[src/sv/cpf_pkg.sv]
`timescale 1ns / 1ps
// Shared constants and command/status types for the colour projection features unit.
package cpf_pkg;

	localparam int CPF_IMAGE_SIDE = 24;
	localparam int CPF_PIX_W      = 8;
	localparam int CPF_IDX_W      = 6;
	localparam int CPF_RATIO_W    = 17;
	localparam int CPF_NUM_RATIOS = 6;

	localparam logic [1:0] KIND_ROWCOL = 2'd0;
	localparam logic [1:0] KIND_WHOLE  = 2'd1;
	localparam logic [1:0] KIND_QUAD   = 2'd2;

	typedef struct packed {
		logic                 accept;
		logic                 accum;
		logic                 rd;
		logic                 load;
		logic                 store;
		logic                 clear;
		logic [CPF_IDX_W-1:0] grp;
		logic [2:0]           sel;
	} cpf_cmd_t;

	typedef struct packed {
		logic last_px;
		logic div_done;
	} cpf_stat_t;

endpackage

[src/sv/colour_projection_features_unit.sv]
`timescale 1ns / 1ps
// Top level of the colour projection features unit.
// Takes an IMAGE_SIDE by IMAGE_SIDE image one pixel item at a time in raster order; each
// pixel passes an accept state and an accumulate state, for the read-modify-write of the
// column-sum memory. After the last pixel the block stops taking items and emits
// IMAGE_SIDE + 5 result items through a single 17-step divider, 6 * IMAGE_SIDE + 15
// divisions in all: each group has a read state, then a load and a divide state per
// ratio, then an output state that holds while out_stall is high. Zero denominators give
// ratio 0 and set zero_divisor; all sums clear after the item marked last, and no clearing
// pass is needed after reset.
module colour_projection_features_unit import cpf_pkg::*; #(
	parameter int IMAGE_SIDE = CPF_IMAGE_SIDE
) (
	input  logic                   clk,
	input  logic                   arst_n,
	input  logic                   in_valid,
	output logic                   in_stall,
	input  logic [CPF_PIX_W-1:0]   red,
	input  logic [CPF_PIX_W-1:0]   green,
	input  logic [CPF_PIX_W-1:0]   blue,
	output logic                   out_valid,
	input  logic                   out_stall,
	output logic [1:0]             group_kind,
	output logic [CPF_IDX_W-1:0]   group_index,
	output logic [CPF_RATIO_W-1:0] ratio_a,
	output logic [CPF_RATIO_W-1:0] ratio_b,
	output logic [CPF_RATIO_W-1:0] ratio_c,
	output logic [CPF_RATIO_W-1:0] ratio_d,
	output logic [CPF_RATIO_W-1:0] ratio_e,
	output logic [CPF_RATIO_W-1:0] ratio_f,
	output logic                   zero_divisor,
	output logic                   last
);

	cpf_cmd_t  cmd;
	cpf_stat_t stat;

	cpf_ctrl #(.IMAGE_SIDE(IMAGE_SIDE)) u_ctrl (
		.clk       (clk),
		.arst_n    (arst_n),
		.in_valid  (in_valid),
		.in_stall  (in_stall),
		.out_valid (out_valid),
		.out_stall (out_stall),
		.cmd       (cmd),
		.stat      (stat)
	);

	cpf_datapath #(.IMAGE_SIDE(IMAGE_SIDE)) u_dp (
		.clk          (clk),
		.arst_n       (arst_n),
		.cmd          (cmd),
		.stat         (stat),
		.red          (red),
		.green        (green),
		.blue         (blue),
		.group_kind   (group_kind),
		.group_index  (group_index),
		.ratio_a      (ratio_a),
		.ratio_b      (ratio_b),
		.ratio_c      (ratio_c),
		.ratio_d      (ratio_d),
		.ratio_e      (ratio_e),
		.ratio_f      (ratio_f),
		.zero_divisor (zero_divisor),
		.last         (last)
	);

endmodule

[src/sv/cpf_div.sv]
`timescale 1ns / 1ps
// Restoring divider giving a 17-bit Q1.16 share, one quotient bit per cycle.
module cpf_div import cpf_pkg::*; #(
	parameter int DW = 21
) (
	input  logic                   clk,
	input  logic                   arst_n,
	input  logic                   load,
	input  logic [DW-1:0]          num,
	input  logic [DW-1:0]          den,
	output logic                   done,
	output logic [CPF_RATIO_W-1:0] quot,
	output logic                   den_zero
);

	logic [DW:0]            rem_q;
	logic [DW-1:0]          den_q;
	logic [CPF_RATIO_W-1:0] quot_q;
	logic [4:0]             cnt_q;
	logic                   busy_q;
	logic                   done_q;
	logic [DW:0]            cand;
	logic                   ge;

	// first step compares the numerator itself, later steps the doubled remainder
	assign cand = (cnt_q == 5'd0) ? rem_q : {rem_q[DW-1:0], 1'b0};
	assign ge   = cand >= {1'b0, den_q};

	always_ff @(posedge clk or negedge arst_n) begin
		if (!arst_n) begin
			busy_q <= 1'b0;
			done_q <= 1'b0;
			cnt_q  <= '0;
		end else begin
			done_q <= 1'b0;
			if (load) begin
				busy_q <= 1'b1;
				cnt_q  <= '0;
			end else if (busy_q) begin
				cnt_q <= cnt_q + 5'd1;
				if (cnt_q == 5'(CPF_RATIO_W - 1)) begin
					busy_q <= 1'b0;
					done_q <= 1'b1;
				end
			end
		end
	end

	always_ff @(posedge clk) begin
		if (load) begin
			rem_q  <= {1'b0, num};
			den_q  <= den;
			quot_q <= '0;
		end else if (busy_q) begin
			rem_q  <= ge ? (cand - {1'b0, den_q}) : cand;
			quot_q <= {quot_q[CPF_RATIO_W-2:0], ge};
		end
	end

	assign done     = done_q;
	assign den_zero = (den_q == '0);
	assign quot     = den_zero ? '0 : quot_q;

endmodule

[src/sv/cpf_datapath.sv]
`timescale 1ns / 1ps
// Sum stores, operand selection, shared divider and result registers.
module cpf_datapath import cpf_pkg::*; #(
	parameter int IMAGE_SIDE = CPF_IMAGE_SIDE
) (
	input  logic                   clk,
	input  logic                   arst_n,
	input  cpf_cmd_t               cmd,
	output cpf_stat_t              stat,
	input  logic [CPF_PIX_W-1:0]   red,
	input  logic [CPF_PIX_W-1:0]   green,
	input  logic [CPF_PIX_W-1:0]   blue,
	output logic [1:0]             group_kind,
	output logic [CPF_IDX_W-1:0]   group_index,
	output logic [CPF_RATIO_W-1:0] ratio_a,
	output logic [CPF_RATIO_W-1:0] ratio_b,
	output logic [CPF_RATIO_W-1:0] ratio_c,
	output logic [CPF_RATIO_W-1:0] ratio_d,
	output logic [CPF_RATIO_W-1:0] ratio_e,
	output logic [CPF_RATIO_W-1:0] ratio_f,
	output logic                   zero_divisor,
	output logic                   last
);

	localparam int IW = $clog2(IMAGE_SIDE);
	localparam int RW = $clog2(IMAGE_SIDE * 255 + 1);
	localparam int TW = $clog2(IMAGE_SIDE * IMAGE_SIDE * 255 + 1);
	localparam int DW = $clog2(3 * IMAGE_SIDE * IMAGE_SIDE * 255 + 1);
	localparam logic [IW-1:0] SIDE_END = IW'(IMAGE_SIDE - 1);
	localparam logic [IW-1:0] HALF     = IW'(IMAGE_SIDE / 2);
	localparam logic [CPF_IDX_W-1:0] G_SIDE  = CPF_IDX_W'(IMAGE_SIDE);
	localparam logic [CPF_IDX_W-1:0] G_QUAD0 = CPF_IDX_W'(IMAGE_SIDE + 1);
	localparam logic [CPF_IDX_W-1:0] G_LAST  = CPF_IDX_W'(IMAGE_SIDE + 4);

	logic [3*RW-1:0] row_mem [IMAGE_SIDE];
	logic [3*RW-1:0] col_mem [IMAGE_SIDE];
	logic [3*RW-1:0] row_rd_q;
	logic [3*RW-1:0] col_rd_q;
	logic [CPF_PIX_W-1:0] pix_q [3];
	logic [RW-1:0]   racc_q [3];
	logic [TW-1:0]   tot_q [3];
	logic [TW-1:0]   quad_q [3][4];
	logic [IW-1:0]   row_q;
	logic [IW-1:0]   col_q;
	logic [CPF_RATIO_W-1:0] ratio_q [CPF_NUM_RATIOS];
	logic            zero_q;
	logic [1:0]      kind_q;
	logic [CPF_IDX_W-1:0] index_q;
	logic            last_q;

	logic [RW-1:0]   row_new [3];
	logic [RW-1:0]   col_new [3];
	logic [3*RW-1:0] row_word;
	logic [3*RW-1:0] col_word;
	logic [1:0]      pq;
	logic [IW-1:0]   rd_addr;
	logic [1:0]      kind;
	logic [CPF_IDX_W-1:0] qoff;
	logic [1:0]      qi;
	logic [2:0]      chx;
	logic [1:0]      ch;
	logic [DW-1:0]   num;
	logic [DW-1:0]   den;
	logic [DW-1:0]   all_sum;
	logic [DW-1:0]   quad_sum;
	logic            div_done;
	logic [CPF_RATIO_W-1:0] quot;
	logic            den_zero;

	assign pq = {row_q >= HALF, col_q >= HALF};

	always_comb begin
		for (int c = 0; c < 3; c++) begin
			row_new[c] = ((col_q == '0) ? '0 : racc_q[c]) + RW'(pix_q[c]);
			// first row starts the column sums afresh
			col_new[c] = ((row_q == '0) ? '0 : col_rd_q[c*RW +: RW]) + RW'(pix_q[c]);
			row_word[c*RW +: RW] = row_new[c];
			col_word[c*RW +: RW] = col_new[c];
		end
	end

	assign rd_addr = cmd.rd ? cmd.grp[IW-1:0] : col_q;

	always_ff @(posedge clk) begin
		if (cmd.accept || cmd.rd) begin
			col_rd_q <= col_mem[rd_addr];
			row_rd_q <= row_mem[rd_addr];
		end
		if (cmd.accum) begin
			col_mem[col_q] <= col_word;
			if (col_q == SIDE_END) begin
				row_mem[row_q] <= row_word;
			end
		end
	end

	always_ff @(posedge clk) begin
		if (cmd.accept) begin
			pix_q[0] <= red;
			pix_q[1] <= green;
			pix_q[2] <= blue;
		end
		if (cmd.accum) begin
			for (int c = 0; c < 3; c++) begin
				racc_q[c] <= row_new[c];
			end
		end
	end

	always_ff @(posedge clk or negedge arst_n) begin
		if (!arst_n) begin
			row_q <= '0;
			col_q <= '0;
			for (int c = 0; c < 3; c++) begin
				tot_q[c] <= '0;
				for (int q = 0; q < 4; q++) begin
					quad_q[c][q] <= '0;
				end
			end
		end else if (cmd.clear) begin
			row_q <= '0;
			col_q <= '0;
			for (int c = 0; c < 3; c++) begin
				tot_q[c] <= '0;
				for (int q = 0; q < 4; q++) begin
					quad_q[c][q] <= '0;
				end
			end
		end else if (cmd.accum) begin
			for (int c = 0; c < 3; c++) begin
				tot_q[c]      <= tot_q[c] + TW'(pix_q[c]);
				quad_q[c][pq] <= quad_q[c][pq] + TW'(pix_q[c]);
			end
			if (col_q == SIDE_END) begin
				col_q <= '0;
				row_q <= (row_q == SIDE_END) ? '0 : row_q + IW'(1);
			end else begin
				col_q <= col_q + IW'(1);
			end
		end
	end

	assign stat.last_px  = (row_q == SIDE_END) && (col_q == SIDE_END);
	assign stat.div_done = div_done;

	always_comb begin
		if (cmd.grp < G_SIDE) begin
			kind = KIND_ROWCOL;
		end else if (cmd.grp == G_SIDE) begin
			kind = KIND_WHOLE;
		end else begin
			kind = KIND_QUAD;
		end
	end

	assign qoff     = cmd.grp - G_QUAD0;
	assign qi       = qoff[1:0];
	assign chx      = (cmd.sel >= 3'd3) ? cmd.sel - 3'd3 : cmd.sel;
	assign ch       = chx[1:0];
	assign all_sum  = DW'(tot_q[0]) + DW'(tot_q[1]) + DW'(tot_q[2]);
	assign quad_sum = DW'(quad_q[0][qi]) + DW'(quad_q[1][qi]) + DW'(quad_q[2][qi]);

	always_comb begin
		num = '0;
		den = '0;
		unique case (kind)
			KIND_ROWCOL: begin
				num = (cmd.sel >= 3'd3) ? DW'(col_rd_q[ch*RW +: RW])
				                        : DW'(row_rd_q[ch*RW +: RW]);
				den = DW'(tot_q[ch]);
			end
			KIND_WHOLE: begin
				num = DW'(tot_q[ch]);
				den = all_sum;
			end
			KIND_QUAD: begin
				num = DW'(quad_q[ch][qi]);
				den = quad_sum;
			end
			default: begin
				num = '0;
				den = '0;
			end
		endcase
	end

	cpf_div #(.DW(DW)) u_div (
		.clk      (clk),
		.arst_n   (arst_n),
		.load     (cmd.load),
		.num      (num),
		.den      (den),
		.done     (div_done),
		.quot     (quot),
		.den_zero (den_zero)
	);

	always_ff @(posedge clk) begin
		if (cmd.rd) begin
			for (int j = 0; j < CPF_NUM_RATIOS; j++) begin
				ratio_q[j] <= '0;
			end
			zero_q  <= 1'b0;
			kind_q  <= kind;
			index_q <= (kind == KIND_ROWCOL) ? cmd.grp
			         : (kind == KIND_QUAD) ? CPF_IDX_W'(qi) : '0;
			last_q  <= (cmd.grp == G_LAST);
		end else if (cmd.store) begin
			ratio_q[cmd.sel] <= quot;
			zero_q           <= zero_q | den_zero;
		end
	end

	assign group_kind   = kind_q;
	assign group_index  = index_q;
	assign ratio_a      = ratio_q[0];
	assign ratio_b      = ratio_q[1];
	assign ratio_c      = ratio_q[2];
	assign ratio_d      = ratio_q[3];
	assign ratio_e      = ratio_q[4];
	assign ratio_f      = ratio_q[5];
	assign zero_divisor = zero_q;
	assign last         = last_q;

endmodule

[src/sv/cpf_ctrl.sv]
`timescale 1ns / 1ps
// Controller: pixel accumulation, then division and output of every result group.
module cpf_ctrl import cpf_pkg::*; #(
	parameter int IMAGE_SIDE = CPF_IMAGE_SIDE
) (
	input  logic      clk,
	input  logic      arst_n,
	input  logic      in_valid,
	output logic      in_stall,
	output logic      out_valid,
	input  logic      out_stall,
	output cpf_cmd_t  cmd,
	input  cpf_stat_t stat
);

	localparam logic [2:0] S_IDLE = 3'd0;
	localparam logic [2:0] S_ACC  = 3'd1;
	localparam logic [2:0] S_RD   = 3'd2;
	localparam logic [2:0] S_LOAD = 3'd3;
	localparam logic [2:0] S_DIV  = 3'd4;
	localparam logic [2:0] S_OUT  = 3'd5;
	localparam logic [CPF_IDX_W-1:0] G_SIDE = CPF_IDX_W'(IMAGE_SIDE);
	localparam logic [CPF_IDX_W-1:0] G_LAST = CPF_IDX_W'(IMAGE_SIDE + 4);

	logic [2:0]           state_q;
	logic [CPF_IDX_W-1:0] grp_q;
	logic [2:0]           sel_q;
	logic [2:0]           sel_end;
	logic                 out_go;

	assign sel_end = (grp_q < G_SIDE) ? 3'd5 : 3'd2;
	assign out_go  = (state_q == S_OUT) && !out_stall;

	always_ff @(posedge clk or negedge arst_n) begin
		if (!arst_n) begin
			state_q <= S_IDLE;
			grp_q   <= '0;
			sel_q   <= '0;
		end else begin
			unique case (state_q)
				S_IDLE: begin
					if (in_valid) begin
						state_q <= S_ACC;
					end
				end
				S_ACC: begin
					if (stat.last_px) begin
						grp_q   <= '0;
						state_q <= S_RD;
					end else begin
						state_q <= S_IDLE;
					end
				end
				S_RD: begin
					sel_q   <= '0;
					state_q <= S_LOAD;
				end
				S_LOAD: begin
					state_q <= S_DIV;
				end
				S_DIV: begin
					if (stat.div_done) begin
						if (sel_q == sel_end) begin
							state_q <= S_OUT;
						end else begin
							sel_q   <= sel_q + 3'd1;
							state_q <= S_LOAD;
						end
					end
				end
				S_OUT: begin
					if (!out_stall) begin
						if (grp_q == G_LAST) begin
							grp_q   <= '0;
							state_q <= S_IDLE;
						end else begin
							grp_q   <= grp_q + CPF_IDX_W'(1);
							state_q <= S_RD;
						end
					end
				end
				default: begin
					state_q <= S_IDLE;
				end
			endcase
		end
	end

	assign in_stall  = (state_q != S_IDLE);
	assign out_valid = (state_q == S_OUT);

	always_comb begin
		cmd.accept = (state_q == S_IDLE) && in_valid;
		cmd.accum  = (state_q == S_ACC);
		cmd.rd     = (state_q == S_RD);
		cmd.load   = (state_q == S_LOAD);
		cmd.store  = (state_q == S_DIV) && stat.div_done;
		// drop the sums once the final group has gone
		cmd.clear  = out_go && (grp_q == G_LAST);
		cmd.grp    = grp_q;
		cmd.sel    = sel_q;
	end

endmodule
[config.mk]
export PLATFORM = sky130hd
export DESIGN_NAME = colour_projection_features_unit
export DESIGN_NICKNAME = d
export VERILOG_FILES = /design/src/sv/cpf_pkg.sv /design/src/sv/colour_projection_features_unit.sv /design/src/sv/cpf_div.sv /design/src/sv/cpf_datapath.sv /design/src/sv/cpf_ctrl.sv
export SDC_FILE = /design/constraint.sdc
export NUM_CORES = 2
export LEC_CHECK = 0
export BUFFER_PORTS_ARGS = -buffer_cell sky130_fd_sc_hd__buf_2
export CELL_PAD_IN_SITES_DETAIL_PLACEMENT = 1
export CELL_PAD_IN_SITES_GLOBAL_PLACEMENT = 1
export CORE_MARGIN = 1.5
export CORE_UTILIZATION = 35
export DETAILED_ROUTE_END_ITERATION = 10
export HOLD_SLACK_MARGIN = 0.03
export PLACE_DENSITY_LB_ADDON = 0.1
export SETUP_SLACK_MARGIN = 0.5
export SYNTH_ARGS = -nofsm -noshare
export SYNTH_HDL_FRONTEND = slang
export SYNTH_SLANG_ARGS = --single-unit
[constraint.sdc]
create_clock -name clk -period 17.2 [get_ports clk]
set_input_delay 3.44 -clock clk [delete_from_list [all_inputs] [get_ports clk]]
set_output_delay 3.44 -clock clk [all_outputs]
set_load 0.02 [all_outputs]
Word level (Yosys, flattened, before mapping) --
Memories as Yosys holds them, arrays and structs flattened. A register that Yosys moved wholly into a read port is not among the register bits. Cells that the tools add are included.
Word-level totals: register bits 365, memory bits (writable) 2037, bits of input ports 28, output and inout bits 114, word-level logic and storage cells 220, memories 5
Operators by class: $add $sub $neg 24, $mul 1, $lt $le $gt $ge 9, equality and inequality tests 18, shift operators 2, mux-type cells 101, bitwise gates (word level) 4, reductions and logical operators 25
Memory list:
- u_dp.col_mem | words 24, width 39, read ports 1, clocked after memory_dff 1, write ports 1, line cpf_datapath.sv:36 | logic [3*RW-1:0] col_mem [IMAGE_SIDE];
- u_dp.row_mem | words 24, width 39, read ports 1, clocked after memory_dff 1, write ports 1, line cpf_datapath.sv:35 | logic [3*RW-1:0] row_mem [IMAGE_SIDE];
- u_dp.ratio_q | words 6, width 17, read ports 6, clocked after memory_dff 0, write ports 6, line cpf_datapath.sv:45 | logic [CPF_RATIO_W-1:0] ratio_q [CPF_NUM_RATIOS];
- u_dp.racc_q | words 3, width 13, read ports 3, clocked after memory_dff 0, write ports 3, line cpf_datapath.sv:40 | logic [RW-1:0] racc_q [3];
- u_dp.pix_q | words 3, width 8, read ports 3, clocked after memory_dff 0, write ports 3, line cpf_datapath.sv:39 | logic [CPF_PIX_W-1:0] pix_q [3];
Operators with widths (count):
- 216-bit two-way mux | 2
- 18-bit two-way mux | 17
- 18-bit binary-select mux with 2-bit select | 8
- 72-bit bitwise mux | 3
- 72-bit binary-select mux with 2-bit select | 1
- 72-bit two-way mux | 2
- 19-bit one-hot mux with 3 select lines | 2
- 18-bit by 8-bit adder with 18-bit output | 6
- 54-bit two-way mux | 2
- 13-bit two-way mux | 7
- 13-bit by 8-bit adder with 13-bit output | 6
- 39-bit by 7-bit variable part select with 13-bit output | 2
- 5-bit two-way mux | 10
- 20-bit two-way mux | 2
- 18-bit by 18-bit adder with 19-bit output | 2
- 19-bit by 18-bit adder with 19-bit output | 2
- 19-bit two-way mux | 2
- 18-bit demux with 2-bit select | 1
- 17-bit two-way mux | 2
- 3-bit two-way mux | 8
- 6-bit two-way mux | 4
- 20-bit by 19-bit >= comparator with 1-bit output | 1
- 20-bit by 19-bit subtractor with 20-bit output | 1
- 19-bit logical NOT | 1
- other kinds (39) | 90

Depth between registers and ports, before layout --
depth in word-level cells 11, mapped depth 20, gate-level depth less buffers 17

Modules after synthesis --
A second synthesis with hierarchy kept.
Unflattened totals: cell total of the unflattened synthesis 8133, area total of the unflattened synthesis 108960.8 um^2
By module, submodules not included:
- cpf_datapath | times used 1, cells an instance 7630, area each 104078.6 um^2, seq. area each 70807.9 um^2
- cpf_div | times used 1, cells an instance 410, area each 4067.7 um^2, seq. area each 1676.6 um^2
- cpf_ctrl | times used 1, cells an instance 93, area each 814.5 um^2, seq. area each 300.3 um^2

Worst setup path after synthesis --
Ideal clock, no wire load.
kind input to register, start point input port in_valid, end point register u_dp.col_rd_q[0] (read register of u_dp.col_mem), enable pin, setup time 0.622 ns, arrival 8.969 ns, required time 16.578 ns, slack 7.609 ns, cell stages on the path 2, buffers on the path 0, path through inv_1 -> o21ai_0
Between the ends: longest elaborated chain between the ends 2
RTL lines:
- from (decl) | line colour_projection_features_unit.sv:16 | input logic in_valid,
- 1-bit logical AND | line cpf_ctrl.sv:93 | cmd.accept = (state_q == S_IDLE) && in_valid;
- 1-bit logical OR | line cpf_datapath.sv:85 | if (cmd.accept || cmd.rd) begin
- to (decl) | line cpf_datapath.sv:38 | logic [3*RW-1:0] col_rd_q;
No other way between the ends. A chain may end at the register's enable or synchronous reset.

Worst setup path in the final report --
start point register u_ctrl.grp_q[0], end point register u_dp.u_div.den_q[17], data pin
Between the ends: longest elaborated chain between the ends 8, elaborated cells on any way between the ends 21, classes of those cells add/sub (3); order compare (1); eq/ne (3); mux (12); bitwise (1); reduce/logical (1)
RTL lines:
- from (decl) | line cpf_ctrl.sv:26 | logic [CPF_IDX_W-1:0] grp_q;
- from (signal assigned) | line cpf_ctrl.sv:77 | grp_q <= grp_q + CPF_IDX_W'(1);
- 2-bit by 1-bit subtractor with 2-bit output | line cpf_datapath.sv:156 | assign qoff = cmd.grp - G_QUAD0;
- 2-bit inverter with 3-bit output (not written as such) | line cpf_datapath.sv:161 | assign quad_sum = DW'(quad_q[0][qi]) + DW'(quad_q[1][qi]) + DW'(quad_q[2][qi]);
- 18-bit binary-select mux with 2-bit select | line cpf_datapath.sv:161
- 18-bit two-way mux (not written as such) (2 in a row) | line cpf_datapath.sv:161
- 18-bit by 18-bit adder with 19-bit output | line cpf_datapath.sv:161
- 19-bit by 18-bit adder with 19-bit output | line cpf_datapath.sv:161
- 19-bit one-hot mux with 3 select lines (*) | line cpf_datapath.sv:166 | unique case (kind)
- to (signal assigned) | line cpf_div.sv:52 | den_q <= den;
- to (decl) | line cpf_div.sv:17 | logic [DW-1:0] den_q;
Every way passes the cells marked *; elsewhere a longest branch is shown, timed or not. The select of a mux whose other input is x is not followed.

==> results.sh <==
export IMPL_vias_per_cell=5.59
export IMPL_stdcell_count=13300
export IMPL_clock_latency_ns=0.91
export IMPL_p_per_area_nw_per_um2=99.9
export IMPL_synth_top_flop_cell="edfxtp_1"
export IMPL_hpwl_um=211000
export IMPL_area_growth_pct=13.5
export IMPL_yosysSeqAreaShare=0.664
export IMPL_die_w_um=563
export IMPL_drv_cap=0
export IMPL_clk_path_buf_depth=4
export IMPL_antenna_found_initial=15
export IMPL_post_cts_resized=0
export IMPL_wirelength_um=379000
export IMPL_setup_viol=0
export IMPL_start_util=0.352
export IMPL_fp_coreArea_um2=312000
export IMPL_clock_sinks=2480
export IMPL_drtPass1Iterations=5
export IMPL_worst_path_max_fanout=38
export IMPL_async_flop_share=0.121
export IMPL_synth_largest_area_cell="edfxtp_1"
export IMPL_io_buffers=141
export IMPL_hp_class="reg2reg"
export IMPL_ir_drop_v=0.0000734
export IMPL_p_comb_frac=0.012
export IMPL_syn_area_um2=110000
export IMPL_seqPwrFrac=0.520
export IMPL_synth_fp_nets=9092
export IMPL_fin_skew_ns=0.0497
export IMPL_fmax_mhz=153
export IMPL_synth_area_leaders="edfxtp_1 59%, nand2_1 7.7%, dfrtp_1 6.8%"
export IMPL_grt_pass1_vias=76100
export IMPL_final_util=0.399
export IMPL_layout_drive_gt1_share=0.109
export IMPL_p_leak_nw=44.8
export IMPL_die_h_um=563
export IMPL_synth_avg_cell_area_um2=12.4
export IMPL_crit_type="reg2reg"
export IMPL_finalWeightedCongestion=0.807
export IMPL_finalSetupTns_ns=0
export IMPL_crit_arrival_ns=7.29
export IMPL_status="finished, final reports clean"
export IMPL_n_fill_cell=32500
export IMPL_multiInputGateArea_um2=34400
export IMPL_htreeDepth=5
export IMPL_ys_ff_latch=2480
export IMPL_synth_top_cell_area_share=0.592
export IMPL_switching_share=0.211
export IMPL_maxSlewHeadroom=0.136
export IMPL_cp_start_kind="flip-flop"
export IMPL_clockPowerShare=0.468
export IMPL_overflow=0
export IMPL_worstPathRequired_ns=17.94
export IMPL_syn_instance_count=8847
export IMPL_drt_initial_drc_count=5870
export IMPL_drc_errors=0
export IMPL_cts_setup_buffers=0
export IMPL_power_mw=12.4
export IMPL_synth_most_common_cell="nand2_1"
export IMPL_cts_buffers=285
export IMPL_rows=205
export IMPL_netlist_top_cells_count="2,254 x nand2_1, 2,162 x edfxtp_1, 549 x nand3_1"
export IMPL_synth_edff_count=2162
export IMPL_slew_viol_final=0
export IMPL_die_area_um2=317000
export IMPL_fin_crit_ns=6.55
export IMPL_grt_pass1_wl_um=548000
export IMPL_cts_hold_buf=0
export IMPL_finalCritPeriodShare=0.381
export IMPL_cts_root_buf="clkbuf_16"
export IMPL_synth_warnings=0
export IMPL_synth_distinct_cells=81
export IMPL_regArea_um2=72800
export IMPL_hold_viol=0
export IMPL_cp_end_kind="flip-flop"
export IMPL_wl_per_cell_um=28.5
export IMPL_pin_count=142
export IMPL_intPower_mw=9.80
export IMPL_ant_nets=0
export IMPL_tightestPinTransition_ns=1.27
export IMPL_grt_max_degree=158
export IMPL_via_count=74200
export IMPL_place_inst=12800
export IMPL_track_usage=0.236
export IMPL_cts_tree="yes"
export IMPL_final_nets=9168
export IMPL_path_clk_slew_ns=0.06
export IMPL_rsz0062_at_grt="no"
export IMPL_p_sw_mw=2.62
==> per-stage QoR <==
stage / area (µm²) / worst slack [ns] / hold WS [ns]
after global routing: 124000 / 10.31 / 0.508
final: 124000 / 10.65 / 0.494
after global placement: 116000 / 10.69 / 0.464
after CTS: 124000 / 10.65 / 0.483
after floorplan: 110000 / 7.61 / 0.445
after detailed placement: 116000 / 10.59 / 0.475
==> path summary, 6_finish.rpt <==
kind                                                    from                            endpoint  slack [ns]  cells past startpoint
worst min register to register  u_dp.quad_q[161]$_DFFE_PN0P_        u_dp.quad_q[161]$_DFFE_PN0P_        0.49                      1
worst min-delay path            u_dp.quad_q[161]$_DFFE_PN0P_        u_dp.quad_q[161]$_DFFE_PN0P_        0.49                      1
min in group asynchronous                             arst_n        u_dp.quad_q[159]$_DFFE_PN0P_        2.60                      1
worst max register to register   u_ctrl.grp_q[0]$_DFFE_PN0P_  u_dp.u_div.den_q[17]$_SDFFCE_PN0P_       10.65                     16
max in group asynchronous                             arst_n          u_dp.tot_q[24]$_DFFE_PN0P_       13.12                      2
worst max-delay path             u_ctrl.grp_q[0]$_DFFE_PN0P_  u_dp.u_div.den_q[17]$_SDFFCE_PN0P_       10.65                     16
==> power by group through the flow <==
stage | sequential (mW) | combinational (mW) | clock [mW]
finish | 6.47 | 0.145 | 5.81
global route | 6.46 | 0.159 | 6.16
CTS | 6.47 | 0.148 | 5.96
detailed placement | 6.59 | 0.147 | 0
global placement | 6.59 | 0.146 | 0
floorplan | 6.59 | 0.0895 | 0
==> logic make-up after synthesis <==
group                    share of synthesized area
other                                    0.0000342
adder cells (fa/ha/maj)                     0.0283
flip-flops                                   0.664
multiplexers                                0.0307
AND/OR/NAND/NOR                              0.144
AO/OA/AOI/OAI                               0.0928
XOR/XNOR                                    0.0109
buffers and inverters                       0.0295
==> final cells by class <==
type / count / share of cell area
inverter: 224 / 0.00679
sequential: 2480 / 0.585
timing repair buffer: 344 / 0.0191
antenna: 9 / 0.000181
tap: 4140 / 0.0417
clock buffer: 366 / 0.0620
multi-input combinational: 5588 / 0.277
clock inverter: 137 / 0.00803
==> critical path, stage by stage, from the launching register on <==
cell	delay, ns
dfrtp_4	0.80
inv_1	0.23
ha_2	0.82
buf_4	0.70
mux4_2	0.47
fa_1	0.56
ha_1	0.21
inv_1	0.08
fa_1	0.47
nor2b_1	0.16
o31ai_1	0.13
a31oi_1	0.43
a311oi_1	0.29
a21oi_1	0.35
a21oi_1	0.12
or4_1	0.41
o2111ai_1	0.11
==> routing by layer <==
layer,vias to the layer above,routed length (µm),part of all wire,GRT usage
li1,32800,-,-,-
met1,39200,167000,0.44,0.322
met2,1766,182000,0.48,0.392
met3,498,17900,0.047,0.0305
met4,0,11300,0.030,0.0693
met5,-,0,0,0
==> registers in the layout, indices dropped and copies added (netlist names), 5 cells and up <==
name and cells:
u_dp.ratio_q 102, u_dp.u_div.quot_q 17, u_dp.racc_q 39, u_dp.row_q 5
u_dp.col_mem 936, u_dp.col_q 5, u_dp.u_div.rem_q 20, u_dp.u_div.den_q 19
u_dp.tot_q 54, u_dp.row_rd_q 39, u_ctrl.grp_q 6, u_dp.row_mem 936
u_dp.pix_q 24, u_dp.group_index 6, u_dp.u_div.cnt_q 5, u_dp.quad_q 216
u_dp.col_rd_q 39
==> layout by cell type, fill, tap and decap left out, drive strengths merged, types with 118 or more instances in the layout <==
master     n
nand2   2254
edfxtp  2162
nand3    549
a311oi   394
clkbuf   366
buf      344
dfrtp    299
and3     254
a21oi    248
inv      233
o21ai    232
nor2     190
ha       166
and2     163
a21o     125
clkinv   118
Power figures use the tool's default switching activity.
